File: src/design/sbe_pkg.sv
// Package for the market message decoder: payload structs, phase and tag codes.
// No dependencies.
`default_nettype none
package sbe_pkg;

  localparam logic [15:0] BestQuoteTidReset = 16'd20000;
  localparam logic [15:0] BookTidReset      = 16'd20001;
  localparam logic [15:0] TradeTidReset     = 16'd20002;
  localparam int unsigned CfgIdxW = 2;
  localparam logic [CfgIdxW-1:0] CFG_BEST_QUOTE = 2'd0;
  localparam logic [CfgIdxW-1:0] CFG_BOOK       = 2'd1;
  localparam logic [CfgIdxW-1:0] CFG_TRADE      = 2'd2;
  localparam int unsigned DefaultQueueDepth = 4;

  localparam logic [15:0] BestQuoteKnownBlock  = 16'd98;
  localparam logic [15:0] BookKnownBlock       = 16'd35;
  localparam logic [15:0] TradeKnownBlock      = 16'd10;
  localparam logic [15:0] LevelKnownBlock      = 16'd16;
  localparam logic [15:0] TradeEntryKnownBlock = 16'd35;

  localparam logic [5:0] PH_H_BL = 6'd0, PH_H_TID = 6'd1, PH_H_SCH = 6'd2, PH_H_VER = 6'd3;
  localparam logic [5:0] PH_EXEC_CHARS = 6'd30, PH_SYM_CHARS = 6'd31, PH_ROOT_SKIP = 6'd32;
  localparam logic [5:0] PH_ASK_BLEN = 6'd33, PH_ASK_CNT = 6'd34, PH_BID_BLEN = 6'd35;
  localparam logic [5:0] PH_BID_CNT = 6'd36, PH_TRD_BLEN = 6'd37, PH_TRD_CNT = 6'd38;
  localparam logic [5:0] PH_ASK_SKIP = 6'd39, PH_BID_SKIP = 6'd40, PH_TRD_SKIP = 6'd41;
  localparam logic [5:0] PH_EXEC_LEN = 6'd42, PH_SYM_LEN = 6'd43, PH_DONE = 6'd44;
  localparam logic [5:0] PH_BODY_FIRST = 6'd4, PH_PEXP = 6'd16, PH_SEXP = 6'd17;
  localparam logic [5:0] PH_PKG = 6'd18, PH_ASK_PX = 6'd19, PH_ASK_SZ = 6'd20;
  localparam logic [5:0] PH_BID_PX = 6'd21, PH_BID_SZ = 6'd22, PH_FILL = 6'd23;
  localparam logic [5:0] PH_TRD_SEQ = 6'd26, PH_SIDE = 6'd27;
  localparam logic [5:0] PH_UPD = 6'd7, PH_BLOCK_FLAG = 6'd28, PH_RPI = 6'd29;

  localparam logic [5:0] TAG_EXEC_CHAR = 6'd30, TAG_SYM_CHAR = 6'd31;
  localparam logic [5:0] TAG_ASK_COUNT = 6'd32, TAG_BID_COUNT = 6'd33;
  localparam logic [5:0] TAG_TRADE_COUNT = 6'd34, TAG_END = 6'd35, TAG_ERROR = 6'd36;

  localparam logic [1:0] KIND_NONE = 2'd0, KIND_QUOTE = 2'd1, KIND_BOOK = 2'd2;
  localparam logic [1:0] KIND_TRADE = 2'd3;
  localparam logic [1:0] ERR_NONE = 2'd0, ERR_TRUNC = 2'd1, ERR_SHORT = 2'd2;
  localparam logic [1:0] ERR_TEMPLATE = 2'd3;

  typedef struct packed {
    logic [7:0] data_byte;
    logic       end_of_payload;
  } sbe_in_t;

  typedef struct packed {
    logic [5:0]         field_tag;
    logic signed [63:0] field_value;
    logic [15:0]        entry_number;
    logic [1:0]         message_kind;
    logic [1:0]         error_code;
    logic               last_of_run;
  } sbe_out_t;

  // What the front hands to the back: up to two results caused by one byte.
  typedef struct packed {
    logic     two;
    sbe_out_t first;
    sbe_out_t second;
  } sbe_pair_t;

  typedef struct packed {
    logic [15:0] best_quote;
    logic [15:0] book;
    logic [15:0] trade;
  } sbe_cfg_t;

endpackage
`default_nettype wire

File: src/design/sbe_parser.sv
// Front part: byte-serial parser state machine; emits result pairs per byte.
// Depends on sbe_pkg.
`default_nettype none
module sbe_parser import sbe_pkg::*; (
  input  wire logic      clk_i,
  input  wire logic      rst_ni,
  input  wire logic      valid_i,
  input  wire sbe_in_t   in_i,
  input  wire sbe_cfg_t  cfg_i,
  output logic           pair_valid_o,
  output sbe_pair_t      pair_o
);

  logic [5:0]  ph_q, ph_d;
  logic [63:0] acc_q, acc_d;
  logic [2:0]  bif_q, bif_d;
  logic [15:0] rbl_q, rbl_d, gel_q, gel_d, gec_q, gec_d, eix_q, eix_d, bib_q, bib_d;
  logic [1:0]  kind_q, kind_d;
  logic [7:0]  sbl_q, sbl_d;
  logic        disc_q, disc_d;

  sbe_out_t r [2];
  logic [1:0] n;
  logic       err;

  function automatic logic [3:0] fsize(input logic [5:0] p);
    if (p <= PH_H_VER) return 4'd2;
    if (p >= PH_PEXP && p <= PH_PKG) return 4'd1;
    if (p >= PH_SIDE && p <= PH_RPI) return 4'd1;
    if (p >= PH_BODY_FIRST && p <= PH_TRD_SEQ) return 4'd8;
    if (p >= PH_ASK_BLEN && p <= PH_TRD_CNT) return 4'd2;
    return 4'd1;
  endfunction

  always_comb begin
    logic [5:0]  ph;
    logic [63:0] v, val, accn;
    logic [2:0]  bifn;
    logic [1:0]  k;
    logic [15:0] eixn, known;
    logic        done;
    ph = ph_q; ph_d = ph_q; acc_d = acc_q; bif_d = bif_q; rbl_d = rbl_q; gel_d = gel_q;
    gec_d = gec_q; eix_d = eix_q; bib_d = bib_q; kind_d = kind_q; sbl_d = sbl_q;
    disc_d = disc_q;
    r[0] = '0; r[1] = '0; n = 2'd0; err = 1'b0;
    v = '0; val = '0; k = KIND_NONE; eixn = eix_q + 16'd1; known = '0;
    accn = acc_q | (64'(in_i.data_byte) << {bif_q, 3'b000});
    bifn = bif_q + 3'd1;
    done = (bifn == 3'd0) || ({1'b0, bifn} >= fsize(ph));
    if (valid_i) begin
      if (!disc_q && ph != PH_DONE) begin
        if ((ph >= PH_BODY_FIRST && ph <= PH_RPI) || ph == PH_ROOT_SKIP ||
            (ph >= PH_ASK_SKIP && ph <= PH_TRD_SKIP)) begin
          bib_d = bib_q + 16'd1;
        end
        if (ph == PH_ROOT_SKIP) begin
          if (bib_d >= rbl_q) begin
            ph_d = (kind_q == KIND_QUOTE) ? PH_SYM_LEN :
                   (kind_q == KIND_BOOK) ? PH_ASK_BLEN : PH_TRD_BLEN;
          end
        end else if (ph == PH_ASK_SKIP || ph == PH_BID_SKIP) begin
          if (bib_d >= gel_q) begin
            eix_d = eixn;
            if (eixn == gec_q) ph_d = (ph == PH_BID_SKIP) ? PH_SYM_LEN : PH_BID_BLEN;
            else begin
              bib_d = '0; ph_d = (ph == PH_BID_SKIP) ? PH_BID_PX : PH_ASK_PX;
            end
          end
        end else if (ph == PH_TRD_SKIP) begin
          if (bib_d >= gel_q) ph_d = PH_EXEC_LEN;
        end else if (ph == PH_EXEC_CHARS) begin
          r[0] = '{TAG_EXEC_CHAR, 64'(in_i.data_byte), eix_q, kind_q, ERR_NONE, 1'b0};
          n = 2'd1;
          sbl_d = sbl_q - 8'd1;
          if (sbl_d == 8'd0) begin
            eix_d = eixn;
            if (eixn == gec_q) ph_d = PH_SYM_LEN; else begin bib_d = '0; ph_d = PH_FILL; end
          end
        end else if (ph == PH_SYM_CHARS) begin
          r[0] = '{TAG_SYM_CHAR, 64'(in_i.data_byte), 16'd0, kind_q, ERR_NONE, 1'b0};
          n = 2'd1;
          sbl_d = sbl_q - 8'd1;
          if (sbl_d == 8'd0) begin
            r[1] = '{TAG_END, 64'd0, 16'd0, kind_q, ERR_NONE, 1'b0};
            n = 2'd2; ph_d = PH_DONE;
          end
        end else if (!done) begin
          acc_d = accn; bif_d = bifn;
        end else begin
          v = accn; acc_d = '0; bif_d = '0;
          if (ph <= PH_H_VER) begin
            r[0] = '{ph, v, 16'd0, KIND_NONE, ERR_NONE, 1'b0};
            n = 2'd1;
            if (ph == PH_H_BL) rbl_d = v[15:0];
            if (ph == PH_H_TID) begin
              k = (v[15:0] == cfg_i.best_quote) ? KIND_QUOTE :
                  (v[15:0] == cfg_i.book) ? KIND_BOOK :
                  (v[15:0] == cfg_i.trade) ? KIND_TRADE : KIND_NONE;
              kind_d = k;
            end
            known = (kind_q == KIND_QUOTE) ? BestQuoteKnownBlock :
                    (kind_q == KIND_BOOK) ? BookKnownBlock : TradeKnownBlock;
            if (ph < PH_H_VER) ph_d = ph + 6'd1;
            else if (kind_q == KIND_NONE) begin
              r[1] = '{TAG_ERROR, 64'd0, 16'd0, KIND_NONE, ERR_TEMPLATE, 1'b0};
              n = 2'd2; err = 1'b1;
            end else if (rbl_q < known) begin
              r[1] = '{TAG_ERROR, 64'd0, 16'd0, kind_q, ERR_SHORT, 1'b0};
              n = 2'd2; err = 1'b1;
            end else begin
              bib_d = '0; ph_d = PH_BODY_FIRST;
            end
          end else if (ph <= PH_RPI) begin
            val = v;
            if (ph == PH_PEXP || ph == PH_SEXP) val = {{56{v[7]}}, v[7:0]};
            else if (ph == PH_BLOCK_FLAG || ph == PH_RPI) val = {63'd0, v == 64'd1};
            r[0] = '{ph, val, (ph >= PH_ASK_PX) ? eix_q : 16'd0, kind_q, ERR_NONE, 1'b0};
            n = 2'd1;
            if (ph <= PH_PKG) begin
              done = 1'b0;
              if (kind_q == KIND_QUOTE) begin
                if (ph < PH_SEXP) ph_d = ph + 6'd1; else done = 1'b1;
              end else if (kind_q == KIND_BOOK) begin
                if (ph < PH_UPD || ph == PH_PEXP || ph == PH_SEXP) ph_d = ph + 6'd1;
                else if (ph == PH_UPD) ph_d = PH_PEXP;
                else done = 1'b1;
              end else begin
                if (ph == PH_BODY_FIRST) ph_d = PH_PEXP;
                else if (ph == PH_PEXP) ph_d = PH_SEXP;
                else done = 1'b1;
              end
              if (done) begin
                if (bib_d < rbl_q) ph_d = PH_ROOT_SKIP;
                else ph_d = (kind_q == KIND_QUOTE) ? PH_SYM_LEN :
                            (kind_q == KIND_BOOK) ? PH_ASK_BLEN : PH_TRD_BLEN;
              end
            end else if (ph == PH_ASK_SZ || ph == PH_BID_SZ) begin
              if (bib_d < gel_q) ph_d = (ph == PH_ASK_SZ) ? PH_ASK_SKIP : PH_BID_SKIP;
              else begin
                eix_d = eixn;
                if (eixn == gec_q) ph_d = (ph == PH_BID_SZ) ? PH_SYM_LEN : PH_BID_BLEN;
                else begin
                  bib_d = '0; ph_d = (ph == PH_BID_SZ) ? PH_BID_PX : PH_ASK_PX;
                end
              end
            end else if (ph == PH_RPI) begin
              ph_d = (bib_d < gel_q) ? PH_TRD_SKIP : PH_EXEC_LEN;
            end else ph_d = ph + 6'd1;
          end else begin
            unique case (ph)
              PH_ASK_BLEN, PH_BID_BLEN, PH_TRD_BLEN: begin
                gel_d = v[15:0]; ph_d = ph + 6'd1;
              end
              PH_ASK_CNT, PH_BID_CNT, PH_TRD_CNT: begin
                gec_d = v[15:0];
                r[0] = '{(ph == PH_ASK_CNT) ? TAG_ASK_COUNT :
                         (ph == PH_BID_CNT) ? TAG_BID_COUNT : TAG_TRADE_COUNT,
                         v, 16'd0, kind_q, ERR_NONE, 1'b0};
                n = 2'd1;
                known = (ph == PH_TRD_CNT) ? TradeEntryKnownBlock : LevelKnownBlock;
                if (gel_q < known) begin
                  r[1] = '{TAG_ERROR, 64'd0, 16'd0, kind_q, ERR_SHORT, 1'b0};
                  n = 2'd2; err = 1'b1;
                end else begin
                  eix_d = '0;
                  if (v[15:0] == 16'd0) ph_d = (ph == PH_ASK_CNT) ? PH_BID_BLEN : PH_SYM_LEN;
                  else begin
                    bib_d = '0;
                    ph_d = (ph == PH_ASK_CNT) ? PH_ASK_PX :
                           (ph == PH_BID_CNT) ? PH_BID_PX : PH_FILL;
                  end
                end
              end
              PH_EXEC_LEN: begin
                sbl_d = v[7:0];
                if (v[7:0] == 8'd0) begin
                  eix_d = eixn;
                  if (eixn == gec_q) ph_d = PH_SYM_LEN;
                  else begin bib_d = '0; ph_d = PH_FILL; end
                end else ph_d = PH_EXEC_CHARS;
              end
              default: begin
                sbl_d = v[7:0];
                if (v[7:0] == 8'd0) begin
                  r[0] = '{TAG_END, 64'd0, 16'd0, kind_q, ERR_NONE, 1'b0};
                  n = 2'd1; ph_d = PH_DONE;
                end else ph_d = PH_SYM_CHARS;
              end
            endcase
          end
        end
      end
      if (in_i.end_of_payload) begin
        if (!disc_q && !err && ph_d != PH_DONE) begin
          r[n[0]] = '{TAG_ERROR, 64'd0, 16'd0, kind_d, ERR_TRUNC, 1'b0};
          n = n + 2'd1;
        end
        ph_d = PH_H_BL; acc_d = '0; bif_d = '0; rbl_d = '0; kind_d = KIND_NONE;
        gel_d = '0; gec_d = '0; eix_d = '0; bib_d = '0; sbl_d = '0; disc_d = 1'b0;
      end else if (err) begin
        disc_d = 1'b1;
      end
    end
    if (n == 2'd2) r[1].last_of_run = 1'b1;
    else r[0].last_of_run = 1'b1;
  end

  always_ff @(posedge clk_i or negedge rst_ni) begin
    if (!rst_ni) begin
      ph_q <= PH_H_BL; acc_q <= '0; bif_q <= '0; rbl_q <= '0; kind_q <= KIND_NONE;
      gel_q <= '0; gec_q <= '0; eix_q <= '0; bib_q <= '0; sbl_q <= '0; disc_q <= 1'b0;
      pair_valid_o <= 1'b0;
    end else begin
      ph_q <= ph_d; acc_q <= acc_d; bif_q <= bif_d; rbl_q <= rbl_d; kind_q <= kind_d;
      gel_q <= gel_d; gec_q <= gec_d; eix_q <= eix_d; bib_q <= bib_d; sbl_q <= sbl_d;
      disc_q <= disc_d;
      pair_valid_o <= valid_i && (n != 2'd0);
    end
  end

  always_ff @(posedge clk_i) begin
    pair_o <= '{n == 2'd2, r[0], r[1]};
  end

endmodule
`default_nettype wire

File: src/design/sbe_out_queue.sv
// Back part: queue of result pairs, drained one result per pop.
// Depends on sbe_pkg.
`default_nettype none
module sbe_out_queue import sbe_pkg::*; #(
  parameter int unsigned Depth = DefaultQueueDepth
) (
  input  wire logic      clk_i,
  input  wire logic      rst_ni,
  input  wire logic      push_i,
  input  wire sbe_pair_t pair_i,
  output logic           almost_full_o,
  output logic           empty_o,
  output sbe_out_t       data_o,
  input  wire logic      pop_i
);

  localparam int unsigned AW = (Depth > 1) ? $clog2(Depth) : 1;

  sbe_pair_t mem_q [Depth];
  logic [AW-1:0] rd_q, wr_q;
  logic [AW:0]   cnt_q;
  logic          half_q;
  logic          take;

  assign empty_o = (cnt_q == '0);
  // The parser has a registered result in flight, so keep two slots of slack.
  assign almost_full_o = (cnt_q >= (AW+1)'(Depth - 2));
  assign data_o = half_q ? mem_q[rd_q].second : mem_q[rd_q].first;
  assign take = pop_i && !empty_o && (half_q || !mem_q[rd_q].two);

  always_ff @(posedge clk_i or negedge rst_ni) begin
    if (!rst_ni) begin
      rd_q <= '0; wr_q <= '0; cnt_q <= '0; half_q <= 1'b0;
    end else begin
      if (push_i) wr_q <= (wr_q == AW'(Depth - 1)) ? '0 : wr_q + AW'(1);
      if (pop_i && !empty_o) half_q <= !take;
      if (take) rd_q <= (rd_q == AW'(Depth - 1)) ? '0 : rd_q + AW'(1);
      cnt_q <= cnt_q + (AW+1)'(push_i) - (AW+1)'(take);
    end
  end

  always_ff @(posedge clk_i) begin
    if (push_i) mem_q[wr_q] <= pair_i;
  end

endmodule
`default_nettype wire

File: src/design/sbe_market_message_decoder.sv
// Top level of the market message decoder: configuration registers, parser, result queue.
// Depends on sbe_pkg, sbe_parser and sbe_out_queue.
`default_nettype none
// Accepts one payload byte per cycle; each byte yields zero, one or two results, which pass
// through the parser register and the result queue. Input stalls only when the result queue
// is near full, so the sustained rate is set by how fast results are popped: one result per
// pop, a pair of results taking two pops.
module sbe_market_message_decoder import sbe_pkg::*; #(
  parameter int unsigned QueueDepth = DefaultQueueDepth
) (
  input  wire logic               clk_i,
  input  wire logic               rst_ni,
  input  wire logic               push,
  output logic                    full,
  input  wire sbe_in_t            in_i,
  output logic                    empty,
  input  wire logic               pop,
  output sbe_out_t                out_o,
  input  wire logic               cfg_we_i,
  input  wire logic [CfgIdxW-1:0] cfg_idx_i,
  input  wire logic [15:0]        cfg_data_i
);

  sbe_cfg_t  cfg_q;
  logic      pv;
  sbe_pair_t pair;
  logic      afull;

  always_ff @(posedge clk_i or negedge rst_ni) begin
    if (!rst_ni) begin
      cfg_q <= '{BestQuoteTidReset, BookTidReset, TradeTidReset};
    end else if (cfg_we_i) begin
      case (cfg_idx_i)
        CFG_BEST_QUOTE: cfg_q.best_quote <= cfg_data_i;
        CFG_BOOK:       cfg_q.book <= cfg_data_i;
        CFG_TRADE:      cfg_q.trade <= cfg_data_i;
        default: ;
      endcase
    end
  end

  assign full = afull;

  sbe_parser u_parser (
    .clk_i, .rst_ni, .valid_i(push && !full), .in_i, .cfg_i(cfg_q),
    .pair_valid_o(pv), .pair_o(pair)
  );

  sbe_out_queue #(.Depth(QueueDepth)) u_queue (
    .clk_i, .rst_ni, .push_i(pv), .pair_i(pair), .almost_full_o(afull),
    .empty_o(empty), .data_o(out_o), .pop_i(pop)
  );

endmodule
`default_nettype wire

File: config.mk
export PLATFORM = sky130hd
export DESIGN_NAME = sbe_market_message_decoder
export DESIGN_NICKNAME = d
export VERILOG_FILES = /design/src/design/sbe_pkg.sv /design/src/design/sbe_parser.sv /design/src/design/sbe_out_queue.sv /design/src/design/sbe_market_message_decoder.sv
export SDC_FILE = /design/constraint.sdc
export NUM_CORES = 1
export LEC_CHECK = 0
export BUFFER_PORTS_ARGS = -buffer_cell sky130_fd_sc_hd__buf_2
export CORE_AREA = 2 2 323 325
export CTS_CLUSTER_DIAMETER = 200
export DETAILED_ROUTE_END_ITERATION = 8
export DIE_AREA = 0 0 325 327
export GPL_TIMING_DRIVEN = 0
export HOLD_SLACK_MARGIN = 0.08
export PLACE_DENSITY = 0.63
export SKIP_CTS_REPAIR_TIMING = 1
export SLEW_MARGIN = 20
export SYNTH_ARGS = -nofsm -noshare
export SYNTH_HDL_FRONTEND = slang
export SYNTH_HIERARCHICAL = 1
export SYNTH_SLANG_ARGS = --single-unit
File: constraint.sdc
create_clock -name clk_i -period 8.85 [get_ports clk_i]
set_input_delay 1.77 -clock clk_i [delete_from_list [all_inputs] [get_ports clk_i]]
set_output_delay 1.77 -clock clk_i [all_outputs]
set_load 0.005 [all_outputs]
### Word level (Yosys, flattened, before mapping)

Memory sizes are Yosys's and may differ from the RTL's.
Cells that the tools add are included.
Widths: inputs -> output; s select.

* memories: 1
* bits in read-only memories: 0
* register bits: 404
* bits in writable memories: 732
* output and inout port bits: 93
* logic and storage cells: 478
* latch bits: 0

* divide/modulo/power cells: 0
* $lt $le $gt $ge: 25
* mux-type cells: 287
* add/subtract/negate cells: 10
* multiply operators: 0
* reductions and logical operators: 64
* shifts and indexed selects: 1
* equal/unequal tests: 56
* bitwise logic cells: 2

Memory list
* u_queue.mem_q: words 4, width 183, read ports 1, clocked after Yosys merged registers in 0, write ports 1, RTL line sbe_out_queue.sv:19 `sbe_pair_t mem_q [Depth];`

Operator list (count)
* $mux 182: 10
* $mux 16: 76
* $mux 91: 13
* $mux 64: 10
* $mux 6: 44
* $bwmux 182: 1
* $pmux 91 s2: 1
* $mux 92: 1
* $demux 91 s1: 1
* $mux 8: 11
* $mux 2: 37
* $eq 6x6->1 const B: 11
* $eq 16x16->1: 4
* $eq 64x1->1 const B: 1
* $lt 16x16->1: 4
* $or 64x64->64: 1
* $pmux 16 s2: 2
* $shl 8x6->64: 1
* $mux 4: 14
* $mux 1: 53
* $eq 6x5->1 const B: 8
* $mux 3: 11
* $add 16x1->16 const B: 2
* $ge 16x16->1: 2
* 58 further kinds: 126

### Longest topological paths before layout

Gate-level depths: netlist of run 1.

* depth in word-level cells: 47
* mapped depth: 25

### Hierarchy

Netlist of run 1, hierarchy kept.

Modules (own cells, without submodules)
* sbe_out_queue: times used 1, area an instance 28053.2 sq um, sequential area each 22181.3 sq um, cells an instance 1300
* sbe_parser: times used 1, area an instance 16165.5 sq um, sequential area each 6110.9 sq um, cells an instance 1919
* sbe_market_message_decoder: times used 1, area an instance 1843.0 sq um, sequential area each 1222.4 sq um, cells an instance 103

### Worst setup path before layout of run 1

Ideal clock, no wire load.

* path kind: register to register
* start: reg u_parser.ph_q[1]
* end: reg u_parser/pair_o[94] in the netlist's numbering
* clock period less this slack: 6015 ps
* data arrival time: 5897 ps
* setup slack: 2835 ps
* setup time: 117 ps
* cell stages (with the launch flop): 25
* cells stage by stage: dfrtp_1 -> clkbuf_1 -> inv_1 -> ha_1 -> clkbuf_1 -> nor2_1 -> a211oi_1 -> a211oi_1 -> nor3b_1 -> and3_1 -> and2_1 -> nand4_1 -> xnor2_1 -> ha_1 -> nand4_1 -> or2_2 -> or3_1 -> nand4_1 -> o21ai_0 -> or4b_2 -> nor4_1 -> o2bb2ai_1 -> nand4_2 -> buf_6 -> a32o_1

* cells in the longest elaborated chain, start to end: 33
* elaborated cells on any way between the ends: 211
* those cells by class: 1 x add/sub; 22 x order compare; 23 x eq/ne; 143 x mux; 1 x bitwise; 21 x reduce/logical

Ends and longest elaborated chain
* start: declaration: RTL line sbe_parser.sv:14 `logic [5:0] ph_q, ph_d;`
* start signal: assignment: RTL line sbe_parser.sv:210 `ph_q <= PH_H_BL; acc_q <= '0; bif_q <= '0; rbl_q <= '0; kind_q <= KIND_NONE;`
* start signal: assignment: RTL line sbe_parser.sv:214 `ph_q <= ph_d; acc_q <= acc_d; bif_q <= bif_d; rbl_q <= rbl_d; kind_q <= kind_d;`
* $lt 6x3->1 / $eq 6x5->1 (equally long branches): RTL line sbe_parser.sv:124, sbe_parser.sv:129
* $logic_or 1x1->1 (2 in series): RTL line sbe_parser.sv:124 `if (ph < PH_UPD || ph == PH_PEXP || ph == PH_SEXP) ph_d = ph + 6'd1;`
* $mux 1: RTL line sbe_parser.sv:124
* $mux 1: RTL line sbe_parser.sv:123 `end else if (kind_q == KIND_BOOK) begin`
* $mux 1: RTL line sbe_parser.sv:121 `if (kind_q == KIND_QUOTE) begin`
* $mux 1: RTL line sbe_parser.sv:119 `if (ph <= PH_PKG) begin`
* $mux 1: RTL line sbe_parser.sv:113 `end else if (ph <= PH_RPI) begin`
* $mux 1: RTL line sbe_parser.sv:91 `if (ph <= PH_H_VER) begin`
* [... 16 more ...]
* $mux 6: RTL line sbe_parser.sv:61 `end else if (ph == PH_ASK_SKIP || ph == PH_BID_SKIP) begin`
* $mux 6: RTL line sbe_parser.sv:56 `if (ph == PH_ROOT_SKIP) begin`
* $mux 6: RTL line sbe_parser.sv:51 `if (!disc_q && ph != PH_DONE) begin`
* $mux 6: RTL line sbe_parser.sv:50 `if (valid_i) begin`
* $ne 6x6->1: RTL line sbe_parser.sv:194 `if (!disc_q && !err && ph_d != PH_DONE) begin`
* $logic_and 1x1->1: RTL line sbe_parser.sv:194
* $mux 182: RTL line sbe_parser.sv:194
* $mux 182 *: RTL line sbe_parser.sv:193 `if (in_i.end_of_payload) begin`
* end signal: assignment: RTL line sbe_parser.sv:222 `pair_o <= '{n == 2'd2, r[0], r[1]};`
* end: declaration: RTL line sbe_parser.sv:11 `output sbe_pair_t pair_o`

Mark *: on every way between the ends. The rest lies on a longest branch, timed or not. The select of a mux whose other input is x is not followed.
A chain may end at the register's enable or synchronous reset.

### Final worst setup path of run 1

Same ends and word-level chain as after synthesis.

==> results of run 1 <==
placed cells by master, fill, tap and decap left out, types with 70 or more instances in the layout:
master     instances
a21oi_1          156
buf_2            156
buf_4             93
clkbuf_1         119
clkbuf_16        110
conb_1            83
dfrtp_1          204
dfxtp_1           99
edfxtp_1         732
mux2_2            70
mux4_2           182
nand2_1          427
nor2_1           217
o21ai_0          132
worst paths after layout:
path | endpoint | depth (start not counted) | slack, ns
max in group asynchronous | u_parser/acc_q[45] | 3 | 6.56
min reg2reg | u_queue/mem_q[3][91] | 0 | 0.47
max | u_parser/pair_o[94] | 25 | 0.55
min | u_queue/mem_q[3][91] | 0 | 0.47
max reg2reg | u_parser/pair_o[94] | 25 | 0.55
min in group asynchronous | u_parser/eix_q[15] | 1 | 1.00
cell type report:
type | instances | share of cell area [%]
Buffer | 269 | 3.01
Inverter | 70 | 0.496
Multi-Input combinational cell | 2013 | 28.4
Sequential cell | 1052 | 55.7
Clock inverter | 69 | 1.47
Timing Repair Buffer | 143 | 2.10
Antenna cell | 6 | 0.0283
Clock buffer | 134 | 5.50
Tap cell | 1380 | 3.26
flip-flops by register name (all words and copies together) (netlist names), 3 cells and up:
name,cells
cfg_q,48
u_parser/acc_q,64
u_parser/bib_q,16
u_parser/bif_q,3
u_parser/eix_q,16
u_parser/gec_q,16
u_parser/gel_q,16
u_parser/pair_o,99
u_parser/ph_q,6
u_parser/rbl_q,16
u_parser/sbl_q,8
u_queue/cnt_q,3
u_queue/mem_q,732
logic make-up after synthesis:
kind of cell    count (synthesis)  share of synthesized area (%)
other cells                     1                        0.00814
flops                        1052                           64.1
simple gates                  946                           9.55
buf+inv                       339                           4.02
xor+xnor                       90                           1.71
mux                           258                           10.8
compound gates                573                           8.14
fa+ha+maj                      63                           1.73
through the flow:
| step | hold WS (ns) | setup TNS (ns) | instance area (sq um) |
|---|---|---|---|
| after floorplan | 0.438 | 0 | 46400 |
| after global placement | 0.455 | -69.16 | 48700 |
| after detailed placement | 0.458 | 0 | 49300 |
| after CTS | 0.469 | 0 | 53000 |
| after global routing | 0.496 | 0 | 53000 |
| final | 0.470 | 0 | 53000 |
layer usage:
metal  share of wire [%]  track usage, %  vias up  wire, microns
li1                    -               -    13000              -
met1                  42            29.4    14400          49300
met2                  48            35.6      940          55500
met3                 6.5            3.85      234           7560
met4                 3.7            8.60        6           4270
met5               0.034               0        -             40
power by group:
| part | total [W] | switching (W) | internal [W] |
|---|---|---|---|
| logic | 0.00623 | 0.00381 | 0.00242 |
| clock network | 0.00467 | 0.00191 | 0.00275 |
| registers | 0.00609 | 0.000285 | 0.00581 |
==> flow_metrics.tcl, run 1 <==
set metrics [dict create \
    cts_buffers 107 \
    status "finished clean" \
    synth_most_common_cell "edfxtp_1" \
    dr_total_vias 28600 \
    grt_usage_pct 21.9 \
    rsz0062_at_grt "no" \
    crit_top_cell "clkbuf_1" \
    ys_warn_count 6 \
    grt-ovfl-total 0 \
    setup_violations 0 \
    clk_path_buf_depth 3 \
    start_util_pct 44.8 \
    synth_common_cells "732 x edfxtp_1, 427 x nand2_1, 217 x nor2_1, 204 x dfrtp_1, 182 x mux4_2" \
    synth_area_leaders "edfxtp_1 48%, dfrtp_1 11%, mux4_2 8.9%" \
    maxCapViolations 0 \
    worst_path_max_delay_cell "nor3_1" \
    numClockSinks 1052 \
    period_minus_slack_ns 8.30 \
    worst-path-max-fanout 10 \
    critPathKind "flop to flop" \
    critPathCaptureType "flop" \
    first_pass_iters 6 \
    synth-edff-count 732 \
    final_cells 5136 \
    setup_ws_ns 0.549 \
    regArea_sq_um 29500 \
    syn_inst 3322 \
    cts_max_level 3 \
    multi_input_area_sq_um 15100 \
    slowest_delay_ns 0.86 \
    cts_tree "built" \
    p_total_w 0.0170 \
    critPathTopFamily "simple AND/OR/NAND/NOR gates" \
    drc 0 \
    synth.avg_cell_area_sq_um 13.9 \
    cp-startpoint "u_parser/ph_q[1]" \
    utilization_pct 51.5 \
    nNetsFinal 3751 \
    yosysSeqAreaShare_pct 64.1 \
    die_area_sq_um 106000 \
    clk_pin_slew_ns 0.06 \
    fmax_mhz 120 \
    dp_hpwl_mm 81.3 \
    arrival_ns 8.87 \
    startpoint_type "flop" \
    crit_required_ns 9.42 \
    critPathBufInv 5 \
    die_w_microns 325 \
    die_y_microns 327 \
    yosys.area.top_type "edfxtp_1" \
    post_drt_wl_per_cell_microns 22.7 \
    ant_nets 0 \
    dpl_worst_slack_ns 0.614 \
    layout-drive-gt1-share_pct 21.3 \
    fin_worst_skew_ns 0.0383 \
    areaGrowthSynthToFinish_pct 15.0 \
    p_per_area_nw_per_um2 321 \
    period_share_pct 93.8 \
    synthArstFlopShare_pct 21.0 \
    portBuffers 122 \
    place_inst 4927 \
    dr.first_iter.drc_count 2646 \
    clk_latency_ns 0.71 \
    synth.distinct_cells 108 \
    synth-main-ff-cell "edfxtp_1" \
    first_global_vias 28600 \
    grt_max_degree 86 \
    hp-class "flop to flop" \
    globalplace.congestion 0.946 \
    grt_pass1_wl_mm 177 \
    ir_worst_vdd_uv 184 \
    p_leak_nw 19.6 \
    coreArea_sq_um 103000 \
    worstReg2RegStart "u_parser/ph_q[1]" \
    synth_area_sq_um 46100 \
    min-delay-start "u_parser/pair_o[91]" \
    rows 118 \
    cts_root_buf "clkbuf_16" \
    yosysTopAreaCellShare_pct 47.7 \
    worst_pin_slew_ns 1.21 \
    routed_wl_mm 117 \
    antenna_found_initial 14 \
    hold_violations 0 \
    ys_ff_latch 1052 \
    io_pins 125 \
    slew_headroom_pct 18.8 \
    drv_slew 0 \
    viasPerCell 5.57 \
    fill_cells 8701 \
]
(Power assumes the default switching activity.)
==> inputs of run 2 (changes only) <==
- clock period: 8.85 -> 10.5 ns (I/O delays scaled with it)
==> run 2 against run 1 <==
  * Die area is the same
  * First-iteration DRC count increased by 0.49%
  * Non-clock buffer count unchanged
  * Clock power decreased by 16%
  * Total power fell by 16%
  * Final area barely moved
  * Setup slack better by 1.4 ns
  * Largest power group unchanged
==> flow_metrics.tcl, run 2 (synthesis gave the netlist of run 1 again) <==
set metrics [dict create \
    maxCapViolations 0 \
    largest_reg_flops 732 \
    ant_nets 0 \
    r2r-end "u_parser/pair_o[94]" \
    combPwrFrac_pct 36.7 \
    worst-path-max-fanout 10 \
    swShare_pct 35.4 \
    numClockSinks 1052 \
    antenna_found_initial 14 \
    p_switching_w 0.00507 \
    dr_total_vias 28700 \
    hp-class "flop to flop" \
    p_total_w 0.0143 \
    die_area_sq_um 106000 \
    areaGrowthSynthToFinish_pct 15.0 \
    portBuffers 122 \
    dr.first_iter.drc_count 2659 \
    final_common_cell "edfxtp_1" \
    post_dp_cell_area_sq_um 49300 \
    first_global_vias 28600 \
    clk_latency_ns 0.71 \
    period_minus_slack_ns 8.52 \
    viasPerCell 5.59 \
    clk_path_buf_depth 3 \
    routed_wl_mm 117 \
    min_delay_path_depth 0 \
    die_w_microns 325 \
    final_cell_area_sq_um 53000 \
    internal_power_w 0.00926 \
    period_share_pct 81.1 \
    critPathCaptureType "flop" \
    layout-drive-gt1-share_pct 21.2 \
    fin_setup_tns_ns 0 \
    grt-ovfl-total 0 \
    p_per_area_nw_per_um2 270 \
    min-delay-start "u_parser/pair_o[91]" \
    cts_root_buf "clkbuf_16" \
    fin_worst_skew_ns 0.0386 \
    clkPwrFrac_pct 27.5 \
    rr_worst_depth 25 \
    globalplace.congestion 0.946 \
    worst_pin_slew_ns 1.20 \
    arrival_ns 9.08 \
    setup_ws_ns 1.98 \
    status "finished clean" \
    regMostFlops "u_queue/mem_q" \
    drv_slew 0 \
    post_drt_wl_per_cell_microns 22.7 \
    critPathKind "flop to flop" \
    startpoint_type "flop" \
    setup_violations 0 \
    rrSetupSlack_ns 1.98 \
    fmax_mhz 117 \
    die_y_microns 327 \
    coreArea_sq_um 103000 \
    first_pass_iters 5 \
    cts_tree "built" \
    hold_end "u_queue/mem_q[3][91]" \
    hold_violations 0 \
    cts_buffers 107 \
    fill_cells 8701 \
    holdWs_ns 0.468 \
    grt_pass1_wl_mm 177 \
    worstReg2RegStart "u_parser/ph_q[1]" \
    slew_headroom_pct 19.5 \
    mostFrequentLayoutCells "732 x edfxtp_1, 427 x nand2_1, 217 x nor2_1" \
    drc 0 \
    ir_worst_vdd_uv 155 \
    dp_hpwl_mm 81.3 \
    p_leak_nw 19.6 \
    start_util_pct 44.8 \
    dpl_worst_slack_ns 2.26 \
    rows 118 \
    grt_max_degree 86 \
    io_pins 125 \
    nNetsFinal 3751 \
    crit_required_ns 11.07 \
    grt_usage_pct 21.9 \
    power_frac_seq_pct 35.9 \
    clk_pin_slew_ns 0.06 \
    rsz0062_at_grt "no" \
    cts_max_level 3 \
    largestRegisters "u_queue/mem_q (732), u_parser/pair_o (99), u_parser/acc_q (64)" \
]
run 2: per-stage QoR:
step,std cells,utilization (%)
after floorplan,3404,-
after global placement,4906,47.3
after detailed placement,4927,47.9
after CTS,5130,51.5
after global routing,5130,51.5
final,5136,51.5
run 2: area by class of cell:
| cell class | count | area [sq um] | share of cell area (%) |
|---|---|---|---|
| Antenna cell | 6 | 15.0 | 0.0283 |
| Inverter | 70 | 263 | 0.496 |
| Timing Repair Buffer | 143 | 1110 | 2.10 |
| Clock inverter | 69 | 777 | 1.47 |
| Buffer | 269 | 1590 | 3.01 |
| Clock buffer | 134 | 2910 | 5.50 |
| Sequential cell | 1052 | 29500 | 55.7 |
| Multi-Input combinational cell | 2013 | 15100 | 28.4 |
| Tap cell | 1380 | 1730 | 3.26 |
run 2: worst max path at each step:
stage,startpoint,endpoint,slack [ns],depth (start not counted)
3_5_place_dp,u_parser/ph_q[1],u_parser/pair_o[94],2.26,25
5_1_grt,u_parser/ph_q[1],u_parser/pair_o[94],1.56,25
6_report,u_parser/ph_q[1],u_parser/pair_o[94],1.98,25
2_1_floorplan,u_parser/ph_q[1],u_parser/pair_o[94],4.49,24
3_3_place_gp,u_queue/wr_q[0],u_queue/mem_q[0][117],1.42,3
4_1_cts,u_parser/ph_q[1],u_parser/pair_o[94],2.22,25
run 2: layer usage:
layer | part of all wire, % | track usage [%] | vias to the layer above
met1 | 42 | 29.4 | 14500
met4 | 3.7 | 8.60 | 6
met5 | 0.034 | 0 | -
met3 | 6.4 | 3.85 | 233
met2 | 47 | 35.6 | 974
li1 | - | - | 13000
run 2: power groups by stage:
stage / combinational, W / sequential [W] / clock [W]
2_1_floorplan: 0.00343 / 0.00518 / 0
3_3_place_gp: 0.00518 / 0.00529 / 0
3_5_place_dp: 0.00523 / 0.00522 / 0
4_1_cts: 0.00526 / 0.00514 / 0.00402
5_1_grt: 0.00567 / 0.00518 / 0.00418
6_report: 0.00525 / 0.00514 / 0.00393
run 2: worst max-delay path, stage by stage (launching register included):
cell,delay [ns]
dfrtp_1,0.51
clkbuf_1,0.56
inv_1,0.32
ha_1,0.26
clkbuf_1,0.30
nor2_1,0.40
a211oi_2,0.27
a211oi_1,0.96
nor2b_1,0.32
and3_1,0.27
clkbuf_1,0.15
and3_1,0.25
nand3_1,0.11
xnor2_1,0.23
ha_1,0.35
a21o_1,0.16
a21oi_1,0.17
o21ai_0,0.21
nor3_1,0.87
nand2_1,0.17
o211a_1,0.18
a211oi_1,0.30
and4_1,0.26
nand4_2,0.27
buf_6,0.26
a32o_1,0.26
==> inputs of run 3 (changes only) <==
- clock period: 10.5 -> 8.1 ns (I/O delays scaled with it)
==> run 3 against run 2 <==
  * Routed wire length about the same
  * Clock skew fell by 0.0029 ns
  * Via count is 0.51% lower
  * Clock-buffer cell count is the same
  * Clock power is 30% higher
  * First-iteration DRC count down 3.4%
  * Critical path type unchanged
  * Highest routed layer unchanged
==> flow_metrics.tcl, run 3 (synthesis gave the netlist of run 1 again) <==
set metrics [dict create \
    status "finished clean" \
    mostFrequentLayoutCells "732 x edfxtp_1, 427 x nand2_1, 216 x nor2_1" \
    cts_root_buf "clkbuf_16" \
    clk_path_buf_depth 3 \
    min_delay_path_depth 0 \
    worst_path_max_delay_cell "a211oi_2" \
    path_cells "clkbuf_1 -> inv_1 -> ha_2 -> nor2_1 -> o21ai_0 -> a211oi_2 -> nor2b_1 -> and3_1 -> clkbuf_1 -> and3_1 -> nand3_1 -> xnor2_1 -> ha_1 -> o21ai_0 -> a21oi_1 -> a22oi_1 -> nand4_1 -> o21ai_0 -> o21ai_0 -> a32oi_1 -> and4_1 -> nand4_2 -> buf_6 -> a32o_1" \
    worst_pin_slew_ns 1.17 \
    top_usage_layer "met2" \
    place_inst 4927 \
    critPathKind "flop to flop" \
    cp-startpoint "u_parser/ph_q[1]" \
    met1_usage_pct 29.4 \
    first_global_vias 28600 \
    setup_violations 0 \
    numClockSinks 1052 \
    antenna_found_initial 14 \
    first_pass_iters 7 \
    portBuffers 122 \
    cts_tree "built" \
    drc 0 \
    worstReg2RegStart "u_parser/ph_q[1]" \
    fmax_mhz 127 \
    slew_headroom_pct 21.6 \
    hold_violations 0 \
    period_minus_slack_ns 7.85 \
    use_met2_pct 35.6 \
    grt_max_degree 86 \
    cts_max_level 3 \
    cts_buffers 107 \
    final_common_cell "edfxtp_1" \
    dp_hpwl_mm 81.3 \
    critPathTopFamily "compound AO/OA/AOI/OAI gates" \
    p_per_area_nw_per_um2 350 \
    worst-path-max-fanout 10 \
    final_cells 5137 \
    routed_wl_mm 117 \
    path_depth 24 \
    arrival_ns 8.42 \
    die_w_microns 325 \
    grt_usage_pct 21.9 \
    startpoint_type "flop" \
    fill_cells 8702 \
    post_drt_wl_per_cell_microns 22.7 \
    clk_latency_ns 0.71 \
    fin_setup_tns_ns 0 \
    grt-ovfl-total 0 \
    p_leak_nw 19.6 \
    regMostFlops "u_queue/mem_q" \
    viasPerCell 5.56 \
    dr_total_vias 28600 \
    start_util_pct 44.8 \
    grt_pass1_wl_mm 177 \
    fin_worst_skew_ns 0.0356 \
    dr.first_iter.drc_count 2569 \
    rr_worst_depth 24 \
    rows 118 \
    ant_nets 0 \
    clk_pin_slew_ns 0.06 \
    rsz0062_at_grt "no" \
    min-delay-start "u_parser/pair_o[91]" \
    ir_worst_vdd_uv 202 \
    die_area_sq_um 106000 \
    globalplace.congestion 0.946 \
    drv_slew 0 \
    hp-class "flop to flop" \
    nNetsFinal 3750 \
    die_y_microns 327 \
    period_share_pct 96.9 \
    critPathBufInv 4 \
    crit_top_cell "o21ai_0" \
    critPathCaptureType "flop" \
    areaGrowthSynthToFinish_pct 15.1 \
    io_pins 125 \
    utilization_pct 51.5 \
    met3_usage_pct 3.85 \
    slowest_delay_ns 0.62 \
    largest_reg_flops 732 \
    largestRegisters "u_queue/mem_q (732), u_parser/pair_o (99), u_parser/acc_q (64)" \
    coreArea_sq_um 103000 \
    maxCapViolations 0 \
    crit_required_ns 8.67 \
    layout-drive-gt1-share_pct 21.3 \
]
==> run 3: worst register-to-register path: stages (launching register included) <==
cell	delay, ns
dfrtp_1	0.51
clkbuf_1	0.58
inv_1	0.33
ha_2	0.37
nor2_1	0.39
o21ai_0	0.22
a211oi_2	0.62
nor2b_1	0.28
and3_1	0.24
clkbuf_1	0.15
and3_1	0.25
nand3_1	0.11
xnor2_1	0.19
ha_1	0.31
o21ai_0	0.17
a21oi_1	0.10
a22oi_1	0.49
nand4_1	0.28
o21ai_0	0.47
o21ai_0	0.17
a32oi_1	0.44
and4_1	0.28
nand4_2	0.28
buf_6	0.26
a32o_1	0.26
==> run 3: path summary, 6_finish.rpt <==
path / end / slack (ns)
worst min-delay path: u_queue/mem_q[2][91] / 0.47
worst max register to register: u_parser/pair_o[94] / 0.25
worst max-delay path: u_parser/pair_o[94] / 0.25
worst min register to register: u_queue/mem_q[2][91] / 0.47
max in group asynchronous: u_parser/acc_q[44] / 5.96
min in group asynchronous: u_parser/eix_q[15] / 0.85
==> run 3: power by group <==
part / internal, W / switching [W]
registers: 0.00635 / 0.000311
logic: 0.00265 / 0.00417
clock network: 0.00301 / 0.00209
==> run 3: per-layer routing <==
metal  routed length, microns  vias to the layer above
met4                     4360                        4
met2                    55500                      917
met5                       22                        -
met1                    49400                    14400
li1                         -                    13000
met3                     7430                      231
==> run 3: final cells by class <==
cell class              instances  area [sq um]  area share (%)
flip-flops and latches       1052         29500            55.7
well taps                    1380          1730            3.26
repair buffers                143          1110            2.10
clock inverters                69           777            1.47
diodes                          8          20.0          0.0378
multi-input cells            2013         15100            28.5
clock buffers                 134          2910            5.50
inverters                      70           263           0.496
plain buffers                 268          1590            3.00
==> run 3: through the flow <==
| stage | worst slack [ns] | power, W | hold WS (ns) | area, sq um |
|---|---|---|---|---|
| after floorplan | 2.09 | 0.0112 | 0.438 | 46400 |
| after global placement | -0.980 | 0.0136 | 0.455 | 48700 |
| after detailed placement | -0.136 | 0.0135 | 0.458 | 49300 |
| after CTS | -0.177 | 0.0187 | 0.469 | 53000 |
| after global routing | 0.0220 | 0.0195 | 0.496 | 53000 |
| final | 0.248 | 0.0186 | 0.472 | 53000 |
